`config.mk`:
```
export PLATFORM = sky130hd
export DESIGN_NAME = frame_queue_drop_drain_manager
export DESIGN_NICKNAME = d
export VERILOG_FILES = /design/src/sv/fqddm_pkg.sv /design/src/sv/frame_queue_drop_drain_manager.sv
export SDC_FILE = /design/constraint.sdc
export NUM_CORES = 1
export LEC_CHECK = 0
export ABC_AREA = 1
export BUFFER_PORTS_ARGS = -buffer_cell sky130_fd_sc_hd__buf_2
export CAP_MARGIN = 0
export CORE_ASPECT_RATIO = 0.75
export CORE_MARGIN = 2
export CORE_UTILIZATION = 54
export DETAILED_ROUTE_END_ITERATION = 6
export PLACE_DENSITY = 0.83
export SETUP_SLACK_MARGIN = 0.5
export SLEW_MARGIN = 15
export SYNTH_ARGS = -nofsm -noshare
export SYNTH_HDL_FRONTEND = slang
export SYNTH_SLANG_ARGS = --single-unit
```
`constraint.sdc`:
```
create_clock -name clock -period 14 [get_ports clock]
set_input_delay 2.8 -clock clock [delete_from_list [all_inputs] [get_ports clock]]
set_output_delay 2.8 -clock clock [all_outputs]
set_load 0.01 [all_outputs]
```
`src/sv/fqddm_pkg.sv`:
```
`timescale 1ns / 1ps
// Shared constants and codes for the frame queue drop/drain manager.
// No dependencies; used by the top level and its port checker.
package fqddm_pkg;

   // queue sizing
   localparam int QUEUE_DEPTH = 4;
   localparam int RING_SIZE   = QUEUE_DEPTH + 1;
   localparam int IDX_W       = $clog2(RING_SIZE);
   localparam int FILL_W      = $clog2(RING_SIZE + 1);

   // field widths fixed by the interface
   localparam int ACTION_W  = 2;
   localparam int BUF_W     = 8;
   localparam int COUNT_W   = 32;
   localparam int PEAK_W    = 3;
   localparam int TARGET_W  = 3;
   localparam int TIMEOUT_W = 16;
   localparam int CSR_IDX_W = 1;
   localparam int CSR_W     = 16;

   // shared comparator width, wide enough for the tick counter
   localparam int CMP_W = TIMEOUT_W;

   // drain limit must hold target + 1 and the queue depth
   localparam int LIM_W = (FILL_W > TARGET_W + 1) ? FILL_W : TARGET_W + 1;

   // request actions
   localparam logic [ACTION_W-1:0] ACT_ARRIVE  = 2'd0;
   localparam logic [ACTION_W-1:0] ACT_REQUEST = 2'd1;
   localparam logic [ACTION_W-1:0] ACT_TICK    = 2'd2;

   // result kinds
   localparam logic KIND_RELEASE = 1'b0;
   localparam logic KIND_ANSWER  = 1'b1;

   // register indexes
   localparam logic [CSR_IDX_W-1:0] CSR_TARGET_DEPTH   = 1'd0;
   localparam logic [CSR_IDX_W-1:0] CSR_SIGNAL_TIMEOUT = 1'd1;

   // register reset values
   localparam logic [TARGET_W-1:0]  TARGET_RESET  = 3'd1;
   localparam logic [TIMEOUT_W-1:0] TIMEOUT_RESET = 16'd500;
   localparam logic [TIMEOUT_W-1:0] TICKS_MAX     = 16'hFFFF;

endpackage

```
`src/sv/frame_queue_drop_drain_manager.sv`:
```
`timescale 1ns / 1ps
// Frame queue drop/drain manager: ring of frame ids, held frame and counters
// stepped by a sequencer around one shared comparator; depends on fqddm_pkg.
// Ticks stay in idle; an arrival drains one frame on overflow; a request runs check,
// drain, peak, take, answer or, if refused, only check; result steps wait on rsp_stall.
// Throughput: req_stall is high while the sequencer is busy; reset empties the queue.

module frame_queue_drop_drain_manager (
   input  logic                                clock,
   input  logic                                reset,
   // request channel
   input  logic                                req_valid,
   output logic                                req_stall,
   input  logic [fqddm_pkg::ACTION_W-1:0]      req_action,
   input  logic [fqddm_pkg::BUF_W-1:0]         req_buffer_id,
   // result channel
   output logic                                rsp_valid,
   input  logic                                rsp_stall,
   output logic                                rsp_kind,
   output logic [fqddm_pkg::BUF_W-1:0]         rsp_out_buffer,
   output logic                                rsp_show_valid,
   output logic [fqddm_pkg::COUNT_W-1:0]       rsp_dropped_count,
   output logic [fqddm_pkg::COUNT_W-1:0]       rsp_taken_count,
   output logic [fqddm_pkg::COUNT_W-1:0]       rsp_reused_count,
   output logic [fqddm_pkg::PEAK_W-1:0]        rsp_queue_peak,
   output logic                                rsp_last,
   // configuration
   input  logic                                csr_we,
   input  logic [fqddm_pkg::CSR_IDX_W-1:0]     csr_index,
   input  logic [fqddm_pkg::CSR_W-1:0]         csr_wdata
);

   localparam int IDX_W  = fqddm_pkg::IDX_W;
   localparam int FILL_W = fqddm_pkg::FILL_W;
   localparam int LIM_W  = fqddm_pkg::LIM_W;
   localparam int CMP_W  = fqddm_pkg::CMP_W;
   localparam int BUF_W  = fqddm_pkg::BUF_W;
   localparam int CNT_W  = fqddm_pkg::COUNT_W;
   localparam int PK_W   = (FILL_W > fqddm_pkg::PEAK_W) ? FILL_W : fqddm_pkg::PEAK_W;
   localparam int SUM_W  = IDX_W + 1;

   typedef enum logic [2:0] {
      ST_IDLE,
      ST_CHECK,
      ST_DRAIN,
      ST_PEAK,
      ST_TAKE,
      ST_ANSWER
   } state_type;

   // sequencer and queue state
   state_type                          state_ff, state_in;
   logic                               mode_req_ff, mode_req_in;
   logic [LIM_W-1:0]                   limit_ff, limit_in;
   logic [BUF_W-1:0]                   ring_ff [fqddm_pkg::RING_SIZE];
   logic                               ring_we;
   logic [IDX_W-1:0]                   ring_waddr;
   logic [IDX_W-1:0]                   head_ff, head_in;
   logic [FILL_W-1:0]                  fill_ff, fill_in;
   logic [BUF_W-1:0]                   held_ff, held_in;
   logic                               held_valid_ff, held_valid_in;
   logic [fqddm_pkg::TIMEOUT_W-1:0]    ticks_ff, ticks_in;
   logic                               seen_ff, seen_in;
   logic [CNT_W-1:0]                   drop_ff, drop_in;
   logic [CNT_W-1:0]                   take_ff, take_in;
   logic [CNT_W-1:0]                   reuse_ff, reuse_in;
   logic [FILL_W-1:0]                  peak_ff, peak_in;

   // configuration registers
   logic [fqddm_pkg::TARGET_W-1:0]     target_ff;
   logic [fqddm_pkg::TIMEOUT_W-1:0]    timeout_ff;

   // result register
   logic                               rsp_valid_ff, rsp_valid_in;
   logic                               rsp_kind_ff, rsp_kind_in;
   logic [BUF_W-1:0]                   rsp_buf_ff, rsp_buf_in;
   logic                               rsp_show_ff, rsp_show_in;
   logic                               rsp_last_ff, rsp_last_in;
   logic [CNT_W-1:0]                   rsp_drop_ff, rsp_take_ff, rsp_reuse_ff;
   logic [FILL_W-1:0]                  rsp_peak_ff;
   logic [PK_W-1:0]                    rsp_peak_wide;

   // helpers
   logic                               accept;
   logic                               out_free;
   logic                               emit;
   logic [CMP_W-1:0]                   cmp_a, cmp_b;
   logic                               cmp_gt;
   logic [IDX_W-1:0]                   head_step;
   logic [SUM_W-1:0]                   tail_sum;
   logic [IDX_W-1:0]                   tail_idx;
   logic [BUF_W-1:0]                   head_data;
   logic [LIM_W-1:0]                   target_lim;

   assign accept   = req_valid && !req_stall;
   assign out_free = !rsp_valid_ff || !rsp_stall;
   assign req_stall = (state_ff != ST_IDLE);

   // ring pointers
   assign head_step = (head_ff == IDX_W'(fqddm_pkg::RING_SIZE - 1)) ? '0 : head_ff + 1'b1;
   assign tail_sum  = SUM_W'(head_ff) + SUM_W'(fill_ff);
   assign tail_idx  = (tail_sum >= SUM_W'(fqddm_pkg::RING_SIZE))
                    ? IDX_W'(tail_sum - SUM_W'(fqddm_pkg::RING_SIZE))
                    : IDX_W'(tail_sum);
   assign head_data = ring_ff[head_ff];
   assign target_lim = LIM_W'(target_ff) + LIM_W'(1);

   // shared comparator: operands chosen by the sequencer step
   always_comb begin
      cmp_a = '0;
      cmp_b = '0;
      case (state_ff)
         ST_CHECK: begin
            cmp_a = timeout_ff;
            cmp_b = ticks_ff;
         end
         ST_DRAIN: begin
            cmp_a = CMP_W'(fill_ff);
            cmp_b = CMP_W'(limit_ff);
         end
         ST_PEAK: begin
            cmp_a = CMP_W'(fill_ff);
            cmp_b = CMP_W'(peak_ff);
         end
         ST_TAKE: begin
            cmp_a = CMP_W'(fill_ff);
         end
         default: begin
            cmp_a = '0;
            cmp_b = '0;
         end
      endcase
   end

   assign cmp_gt = (cmp_a > cmp_b);

   // sequencer next state
   always_comb begin
      state_in      = state_ff;
      mode_req_in   = mode_req_ff;
      limit_in      = limit_ff;
      head_in       = head_ff;
      fill_in       = fill_ff;
      held_in       = held_ff;
      held_valid_in = held_valid_ff;
      ticks_in      = ticks_ff;
      seen_in       = seen_ff;
      drop_in       = drop_ff;
      take_in       = take_ff;
      reuse_in      = reuse_ff;
      peak_in       = peak_ff;
      ring_we       = 1'b0;
      ring_waddr    = tail_idx;
      emit          = 1'b0;
      rsp_kind_in   = fqddm_pkg::KIND_RELEASE;
      rsp_buf_in    = '0;
      rsp_show_in   = 1'b0;
      rsp_last_in   = 1'b0;

      case (state_ff)
         ST_IDLE: begin
            if (accept) begin
               case (req_action)
                  fqddm_pkg::ACT_ARRIVE: begin
                     ring_we     = 1'b1;
                     fill_in     = fill_ff + 1'b1;
                     seen_in     = 1'b1;
                     ticks_in    = '0;
                     mode_req_in = 1'b0;
                     limit_in    = LIM_W'(fqddm_pkg::QUEUE_DEPTH);
                     state_in    = ST_DRAIN;
                  end
                  fqddm_pkg::ACT_REQUEST: begin
                     state_in = ST_CHECK;
                  end
                  fqddm_pkg::ACT_TICK: begin
                     if (seen_ff && ticks_ff != fqddm_pkg::TICKS_MAX) begin
                        ticks_in = ticks_ff + 1'b1;
                     end
                  end
                  default: begin
                     state_in = ST_IDLE;
                  end
               endcase
            end
         end

         // signal check: ticks below timeout
         ST_CHECK: begin
            if (out_free) begin
               if (seen_ff && cmp_gt) begin
                  mode_req_in = 1'b1;
                  limit_in    = target_lim;
                  state_in    = ST_DRAIN;
               end else begin
                  emit        = 1'b1;
                  rsp_kind_in = fqddm_pkg::KIND_ANSWER;
                  rsp_last_in = 1'b1;
                  state_in    = ST_IDLE;
               end
            end
         end

         // release oldest frames while above the limit
         ST_DRAIN: begin
            if (out_free) begin
               if (cmp_gt) begin
                  head_in     = head_step;
                  fill_in     = fill_ff - 1'b1;
                  drop_in     = drop_ff + 1'b1;
                  emit        = 1'b1;
                  rsp_buf_in  = head_data;
                  rsp_last_in = !mode_req_ff;
                  // an arrival overflows by one frame at most
                  if (!mode_req_ff) begin
                     state_in = ST_IDLE;
                  end
               end else begin
                  state_in = mode_req_ff ? ST_PEAK : ST_IDLE;
               end
            end
         end

         ST_PEAK: begin
            if (cmp_gt) begin
               peak_in = fill_ff;
            end
            state_in = ST_TAKE;
         end

         // head, if any, becomes the shown frame, the old one goes back to the pool
         ST_TAKE: begin
            if (out_free) begin
               if (cmp_gt) begin
                  head_in       = head_step;
                  fill_in       = fill_ff - 1'b1;
                  take_in       = take_ff + 1'b1;
                  held_in       = head_data;
                  held_valid_in = 1'b1;
                  if (held_valid_ff) begin
                     emit       = 1'b1;
                     rsp_buf_in = held_ff;
                  end
               end else begin
                  reuse_in = reuse_ff + 1'b1;
               end
               state_in = ST_ANSWER;
            end
         end

         ST_ANSWER: begin
            if (out_free) begin
               emit        = 1'b1;
               rsp_kind_in = fqddm_pkg::KIND_ANSWER;
               rsp_buf_in  = held_valid_ff ? held_ff : '0;
               rsp_show_in = held_valid_ff;
               rsp_last_in = 1'b1;
               state_in    = ST_IDLE;
            end
         end

         default: begin
            state_in = ST_IDLE;
         end
      endcase
   end

   assign rsp_valid_in = emit || (rsp_valid_ff && rsp_stall);

   // state, configuration and result registers
   always_ff @(posedge clock) begin
      if (reset) begin
         state_ff      <= ST_IDLE;
         mode_req_ff   <= 1'b0;
         head_ff       <= '0;
         fill_ff       <= '0;
         held_valid_ff <= 1'b0;
         ticks_ff      <= '0;
         seen_ff       <= 1'b0;
         drop_ff       <= '0;
         take_ff       <= '0;
         reuse_ff      <= '0;
         peak_ff       <= '0;
         target_ff     <= fqddm_pkg::TARGET_RESET;
         timeout_ff    <= fqddm_pkg::TIMEOUT_RESET;
         rsp_valid_ff  <= 1'b0;
      end else begin
         state_ff      <= state_in;
         mode_req_ff   <= mode_req_in;
         head_ff       <= head_in;
         fill_ff       <= fill_in;
         held_valid_ff <= held_valid_in;
         ticks_ff      <= ticks_in;
         seen_ff       <= seen_in;
         drop_ff       <= drop_in;
         take_ff       <= take_in;
         reuse_ff      <= reuse_in;
         peak_ff       <= peak_in;
         rsp_valid_ff  <= rsp_valid_in;
         if (csr_we) begin
            case (csr_index)
               fqddm_pkg::CSR_TARGET_DEPTH:
                  target_ff <= csr_wdata[fqddm_pkg::TARGET_W-1:0];
               fqddm_pkg::CSR_SIGNAL_TIMEOUT:
                  timeout_ff <= csr_wdata[fqddm_pkg::TIMEOUT_W-1:0];
               default: begin
                  target_ff <= target_ff;
               end
            endcase
         end
      end

      // payload: no reset
      limit_ff <= limit_in;
      held_ff  <= held_in;
      if (ring_we) begin
         ring_ff[ring_waddr] <= req_buffer_id;
      end
      if (emit) begin
         rsp_kind_ff  <= rsp_kind_in;
         rsp_buf_ff   <= rsp_buf_in;
         rsp_show_ff  <= rsp_show_in;
         rsp_last_ff  <= rsp_last_in;
         rsp_drop_ff  <= drop_in;
         rsp_take_ff  <= take_in;
         rsp_reuse_ff <= reuse_in;
         rsp_peak_ff  <= peak_in;
      end
   end

   // outputs
   assign rsp_peak_wide     = PK_W'(rsp_peak_ff);
   assign rsp_valid         = rsp_valid_ff;
   assign rsp_kind          = rsp_kind_ff;
   assign rsp_out_buffer    = rsp_buf_ff;
   assign rsp_show_valid    = rsp_show_ff;
   assign rsp_dropped_count = rsp_drop_ff;
   assign rsp_taken_count   = rsp_take_ff;
   assign rsp_reused_count  = rsp_reuse_ff;
   assign rsp_queue_peak    = rsp_peak_wide[fqddm_pkg::PEAK_W-1:0];
   assign rsp_last          = rsp_last_ff;

endmodule

```
=== Word level (Yosys, flattened, before mapping) ===
Memory sizes are Yosys's and may differ from the RTL's. A register that Yosys moved wholly into a read port is not among the register bits.
Cells that the tools add are included.

* Reductions and logical operators: 28
* $add $sub $neg: 10
* Equality and inequality tests: 21
* Multiplexer cells: 70
* Bitwise logic cells: 1
* $lt $le $gt $ge: 2

{| class="wikitable"
|+ Operators with widths
! kind !! number
|-
| $mux W32 || 9
|-
| $add A32 B1 Y32 const B || 3
|-
| $pmux W16 S2 || 2
|-
| $mux W3 || 17
|-
| $mux W8 || 6
|-
| $pmux W16 S3 || 1
|-
| $pmux W8 S3 || 1
|-
| $mux W1 || 19
|-
| $pmux W3 S6 || 1
|-
| $add A16 B1 Y16 const B || 1
|-
| $gt A16 B16 Y1 || 1
|-
| $mux W16 || 1
|-
| $mux W4 || 4
|-
| $ne A16 B16 Y1 const B || 1
|-
| $ne A2 B2 Y1 const B || 8
|-
| $reduce_and A5 Y1 || 2
|-
| $eq A3 B3 Y1 const B || 3
|-
| $pmux W3 S3 || 1
|-
| $reduce_and A3 Y1 || 3
|-
| $pmux W4 S2 || 1
|-
| $reduce_and A7 Y1 || 1
|-
| $add A3 B1 Y3 const B || 2
|-
| $eq A3 B2 Y1 const B || 2
|-
| $ne A2 B1 Y1 const B || 3
|-
| other kinds (26) || 39
|}

* Memories: 1
* Input bits: 32
* Word-level logic and storage cells: 157
* Bits in writable memories: 40
* Flip-flop bits (word level): 269

{| class="wikitable"
|+ Memory list
! memory !! depth !! bits a word !! read ports !! clocked after Yosys merged registers in !! wr ports !! line !! source
|-
| ring_ff || 5 || 8 || 1 || 1 || 1 || frame_queue_drop_drain_manager.sv:55 || <nowiki>logic [BUF_W-1:0] ring_ff [fqddm_pkg::RING_SIZE];</nowiki>
|}

=== Longest topological paths before layout ===
* Depth after elaboration: 9
* Depth in mapped cells: 25
* Gate-level depth less buffers: 23

=== Worst setup path after synthesis ===
No wires, ideal clock.

* Kind: input-to-reg
* Start: input rsp_stall
* End: register rsp_drop_ff[0], in the netlist rsp_dropped_count[0], enable pin
* Buffers on the path: 1
* Slack: 6.707 ns
* Data arrival time: 6.017 ns
* Stages: 6
* Path through: nand2_1 inv_1 clkbuf_1 nor2_1 nand2_1 nand3_1

* Cells in the longest elaborated chain, start to end: 4
* Elaborated cells on any way between the ends: 7
* Classes of those cells: 5 x mux; 2 x reduce/logical

{| class="wikitable"
|+ RTL lines
! element !! line !! source
|-
| from (decl) || frame_queue_drop_drain_manager.sv:18 || <nowiki>input logic rsp_stall,</nowiki>
|-
| $logic_not A1 Y1 (*) || frame_queue_drop_drain_manager.sv:96 || <nowiki>assign out_free = !rsp_valid_ff || !rsp_stall;</nowiki>
|-
| $logic_or A1 B1 Y1 (*) || frame_queue_drop_drain_manager.sv:96 ||
|-
| $mux W1 (on tied branches) || - ||
|-
| $pmux W1 S4 (*) || frame_queue_drop_drain_manager.sv:160 || <nowiki>case (state_ff)</nowiki>
|-
| net emit || frame_queue_drop_drain_manager.sv:86 || <nowiki>logic emit;</nowiki>
|-
| to (signal assigned) || frame_queue_drop_drain_manager.sv:324 || <nowiki>rsp_drop_ff <= drop_in;</nowiki>
|-
| to (decl) || frame_queue_drop_drain_manager.sv:79 || <nowiki>logic [CNT_W-1:0] rsp_drop_ff, rsp_take_ff, rsp_reuse_ff;</nowiki>
|}

The timed path passes the listed nets; every way through them passes the cells marked *.
A chain may end at the register's enable or synchronous reset.

=== Worst setup path after layout ===
* Start: register state_ff[0]
* End: register rsp_drop_ff[23], in the netlist rsp_dropped_count[23], enable pin

* Cells in the longest elaborated chain, start to end: 8
* Elaborated cells on any way between the ends: 17
* Classes of those cells: 1 x order compare; 5 x eq/ne; 9 x mux; 2 x reduce/logical

{| class="wikitable"
|+ RTL lines
! element !! line !! source
|-
| from (decl) || frame_queue_drop_drain_manager.sv:52 || <nowiki>state_type state_ff, state_in;</nowiki>
|-
| from (signal assigned) || frame_queue_drop_drain_manager.sv:288 || <nowiki>state_ff <= state_in;</nowiki>
|-
| $eq A3 B3 Y1 (tied with other cells) || frame_queue_drop_drain_manager.sv:112, frame_queue_drop_drain_manager.sv:160 ||
|-
| $reduce_or A3 Y1 (no source line) || - ||
|-
| $pmux W16 S2 || frame_queue_drop_drain_manager.sv:112 || <nowiki>case (state_ff)</nowiki>
|-
| $gt A16 B16 Y1 || frame_queue_drop_drain_manager.sv:135 || <nowiki>assign cmp_gt = (cmp_a > cmp_b);</nowiki>
|-
| $logic_and A1 B1 Y1 || frame_queue_drop_drain_manager.sv:191 || <nowiki>if (seen_ff && cmp_gt) begin</nowiki>
|-
| $mux W1 || frame_queue_drop_drain_manager.sv:191 ||
|-
| $mux W1 || frame_queue_drop_drain_manager.sv:190 || <nowiki>if (out_free) begin</nowiki>
|-
| $pmux W1 S4 (*) || frame_queue_drop_drain_manager.sv:160 ||
|-
| net emit || frame_queue_drop_drain_manager.sv:86 ||
|}

Marks and branches as above.

==> flow_metrics.tcl <==
set metrics [dict create \
    sort_of_element_at_the_start_of_the_critical_path "flip-flop" \
    hold_viol 0 \
    wl_met1_um 15200 \
    pin_count_of_the_biggest_net_entering_global_routing 89 \
    routed.top_layer "met4" \
    layout-drive-gt1-share 0.130 \
    dpl.cell_count 2149 \
    criticalPathCategory "reg -> reg" \
    grt_pass1_wl_um 54200 \
    power_switching_share 0.364 \
    cts.reportedPaths.clkPinSlew_ns 0.07 \
    tns_ns 0 \
    die_w_um 193 \
    p_int_mw 1.92 \
    post_cts_hold_buffer_count 0 \
    avgViaCountPerCell 5.37 \
    ys_warn_count 0 \
    worst_slew_margin_rel 0.257 \
    max_cap_viol_count 0 \
    clk_root_buffer_cell "sky130_fd_sc_hd__clkbuf_16" \
    syn_avg_cell_area_sq_um 8.50 \
    rows 51 \
    cp_data_required_time_ns 14.16 \
    share_comb_of_total_power 0.302 \
    wire_per_inst_um 15.2 \
    worst_r2r_path_depth 15 \
    postSynth.asyncResetShare 0 \
    min_period_ns 5.65 \
    fp.dieH_um 146 \
    element_type_at_the_critical_path_end "flip-flop" \
    final.hold.worst_slack_ns 0.476 \
    antenna_found_initial 0 \
    gr-usage-all-layers 0.238 \
    power.share.clock 0.249 \
    cts_made_buffers 29 \
    vias 11800 \
    finalNetCount 1898 \
    worst_slack_ns 8.35 \
    status "completed" \
    synthesis.nets 1758 \
    synth_edf_count 162 \
    post_synth_most_frequent_cells "sky130_fd_sc_hd__nand2_1, sky130_fd_sc_hd__nor2_1, sky130_fd_sc_hd__inv_1" \
    overflow 0 \
    drt_iter0_drc 1108 \
    vias_in_the_first_global_route 11200 \
    whs_path_depth 2 \
    power_leakage_nw 6.89 \
    critical_path.startpoint "state_ff[0]" \
    post-synth-top-area-fraction 0.337 \
    cts_htree_levels 1 \
    critical_path_arrival_ns 5.81 \
    yosysTopAreaCell "sky130_fd_sc_hd__edfxtp_1" \
    final-max-slew-violation-count 0 \
    cts-resized-gates 0 \
    die_area_sq_um 28000 \
    tightestPinTransition_ns 1.11 \
    vdd.ir_drop.worst_mv 0.192 \
    port_buffers 143 \
    timing.rr.start "state_ff[0]" \
    synthesis.area_sq_um 14400 \
    dpl_worst_slack_ns 8.11 \
    synth.yosys.seq_area_share 0.545 \
    start_util 0.553 \
    clk-insertion-delay-late_ns 0.55 \
    insertedDiodeCount 0 \
    met2_wirelength_um 15200 \
    detailroute.wirelength.met3_um 2590 \
    post-synth-top-count-cell "sky130_fd_sc_hd__nand2_1" \
    seq_power_share 0.449 \
    ys.flop_type "sky130_fd_sc_hd__edfxtp_1" \
    drc 0 \
    tritoncts_clock_tree "yes" \
    postSynthCellCount 1696 \
    fp.coreArea_sq_um 26100 \
    number_of_post_cts_setup_repair_buffers 0 \
    hold_path.class "reg -> reg" \
    ant_nets 0 \
    power_density_nw_per_um2 184 \
    rsz0062_at_grt "no" \
    max_freq_mhz 177 \
    detail_route.first_pass.iterations 5 \
    routed_wl_um 33500 \
    finalWeightedCongestion 0.937 \
    number_of_distinct_library_cells_after_synthesis 49 \
    cts-root-to-sink-buffers 3 \
    area.growth.synth_to_final_pct 13.5 \
    setup_viol_count_final 0 \
    hold_start "timeout_ff[11]" \
    synth_area_leaders "sky130_fd_sc_hd__edfxtp_1, sky130_fd_sc_hd__dfxtp_1, sky130_fd_sc_hd__nand2_1" \
    skew_ns 0.0108 \
    net-switching-power_mw 1.10 \
    worst-path-max-fanout 88 \
    place_hpwl_um 24000 \
    nFillCells 2154 \
    design.portCount 144 \
    final_cell_count_no_fill 2203 \
    min_period_over_period 0.404 \
    ys_ff_latch 312 \
    clkSinkCount 312 \
]
==> critical path: stages (launching register included) <==
cell                      delay (ns)
sky130_fd_sc_hd__dfxtp_1        0.48
sky130_fd_sc_hd__inv_2          0.10
sky130_fd_sc_hd__nor3_2         0.78
sky130_fd_sc_hd__inv_1          0.59
sky130_fd_sc_hd__nor2_1         0.26
sky130_fd_sc_hd__ha_1           0.29
sky130_fd_sc_hd__a21oi_1        0.15
sky130_fd_sc_hd__nand2_1        0.06
sky130_fd_sc_hd__a21oi_1        0.26
sky130_fd_sc_hd__nand2_2        0.33
sky130_fd_sc_hd__nand2_4        0.41
sky130_fd_sc_hd__nor2_1         0.13
sky130_fd_sc_hd__inv_1          0.09
sky130_fd_sc_hd__nand2_1        0.08
sky130_fd_sc_hd__nand3_4        0.27
sky130_fd_sc_hd__buf_4          0.92
==> area by class of cell <==
type / instances / area [sq um] / share of cell area
Tap cell: 344 / 430 / 0.0263
Sequential cell: 312 / 7870 / 0.481
Inverter: 232 / 871 / 0.0532
Multi-Input combinational cell: 1114 / 5540 / 0.339
Clock inverter: 21 / 148 / 0.00902
Clock buffer: 33 / 761 / 0.0465
Timing Repair Buffer: 147 / 748 / 0.0457
==> cells in the final DEF, fill, tap and decap left out, drive strengths merged, types with 28 or more instances in the layout <==
cell	netlist	routed
nand2	396	396
nor2	254	254
inv	231	232
edfxtp	162	162
dfxtp	150	150
buf	8	147
nand3	98	98
a21oi	79	79
o21ai	60	60
nor3	48	48
clkbuf	30	33
xor2	32	32
nand4	32	32
ha	28	28
==> worst paths after layout <==
path                            to  slack (ns)
max          rsp_dropped_count[23]        8.35
min                 timeout_ff[11]        0.48
max reg2reg  rsp_dropped_count[23]        8.35
min reg2reg         timeout_ff[11]        0.48
==> per-layer routing <==
layer  up-vias  GRT usage
met5         -          0
met4         0     0.0523
met3        53     0.0359
met2       458      0.383
met1      5506      0.343
li1       5812          -
==> flip-flops by register name (all words and copies together), names as in the netlist, 3 cells and up, named ones only <==
signal	flops
timeout_ff	16
reuse_ff	32
peak_ff	3
rsp_dropped_count	32
ticks_ff	16
head_ff	3
drop_ff	32
ring_ff	40
take_ff	32
rsp_queue_peak	3
rsp_taken_count	32
rsp_reused_count	32
limit_ff	4
fill_ff	3
rsp_out_buffer	8
target_ff	3
held_ff	8
state_ff	3
==> power by group through the flow <==
stage	registers [mW]	logic [mW]	clock network, mW
final	1.35	0.911	0.751
after global routing	1.37	1.01	0.798
after CTS	1.35	0.910	0.763
after detailed placement	1.37	0.905	0
after global placement	1.36	0.875	0
after floorplan	1.46	0.496	0
==> kinds of logic (layout without fill, tap and decap cells) <==
| logic type | after synthesis | count (layout) | synth area share |
|---|---|---|---|
| AOI/OAI and AO/OA | 176 | 176 | 0.0671 |
| xor gates and xnor gates | 47 | 47 | 0.0285 |
| and+or+nand+nor | 861 | 861 | 0.260 |
| DFF | 312 | 312 | 0.545 |
| buffers and inverters | 270 | 433 | 0.0716 |
| adders and majority gates | 30 | 30 | 0.0271 |
==> metrics by stage <==
step / total power [mW] / instance area, sq um / utilization
6_report: 3.02 / 16400 / 0.627
5_1_grt: 3.18 / 16400 / 0.627
4_1_cts: 3.03 / 16400 / 0.627
3_5_place_dp: 2.27 / 15500 / 0.592
3_3_place_gp: 2.24 / 15500 / 0.592
2_1_floorplan: 1.96 / 14400 / -
Note: power is estimated with default switching activity, not from simulation.
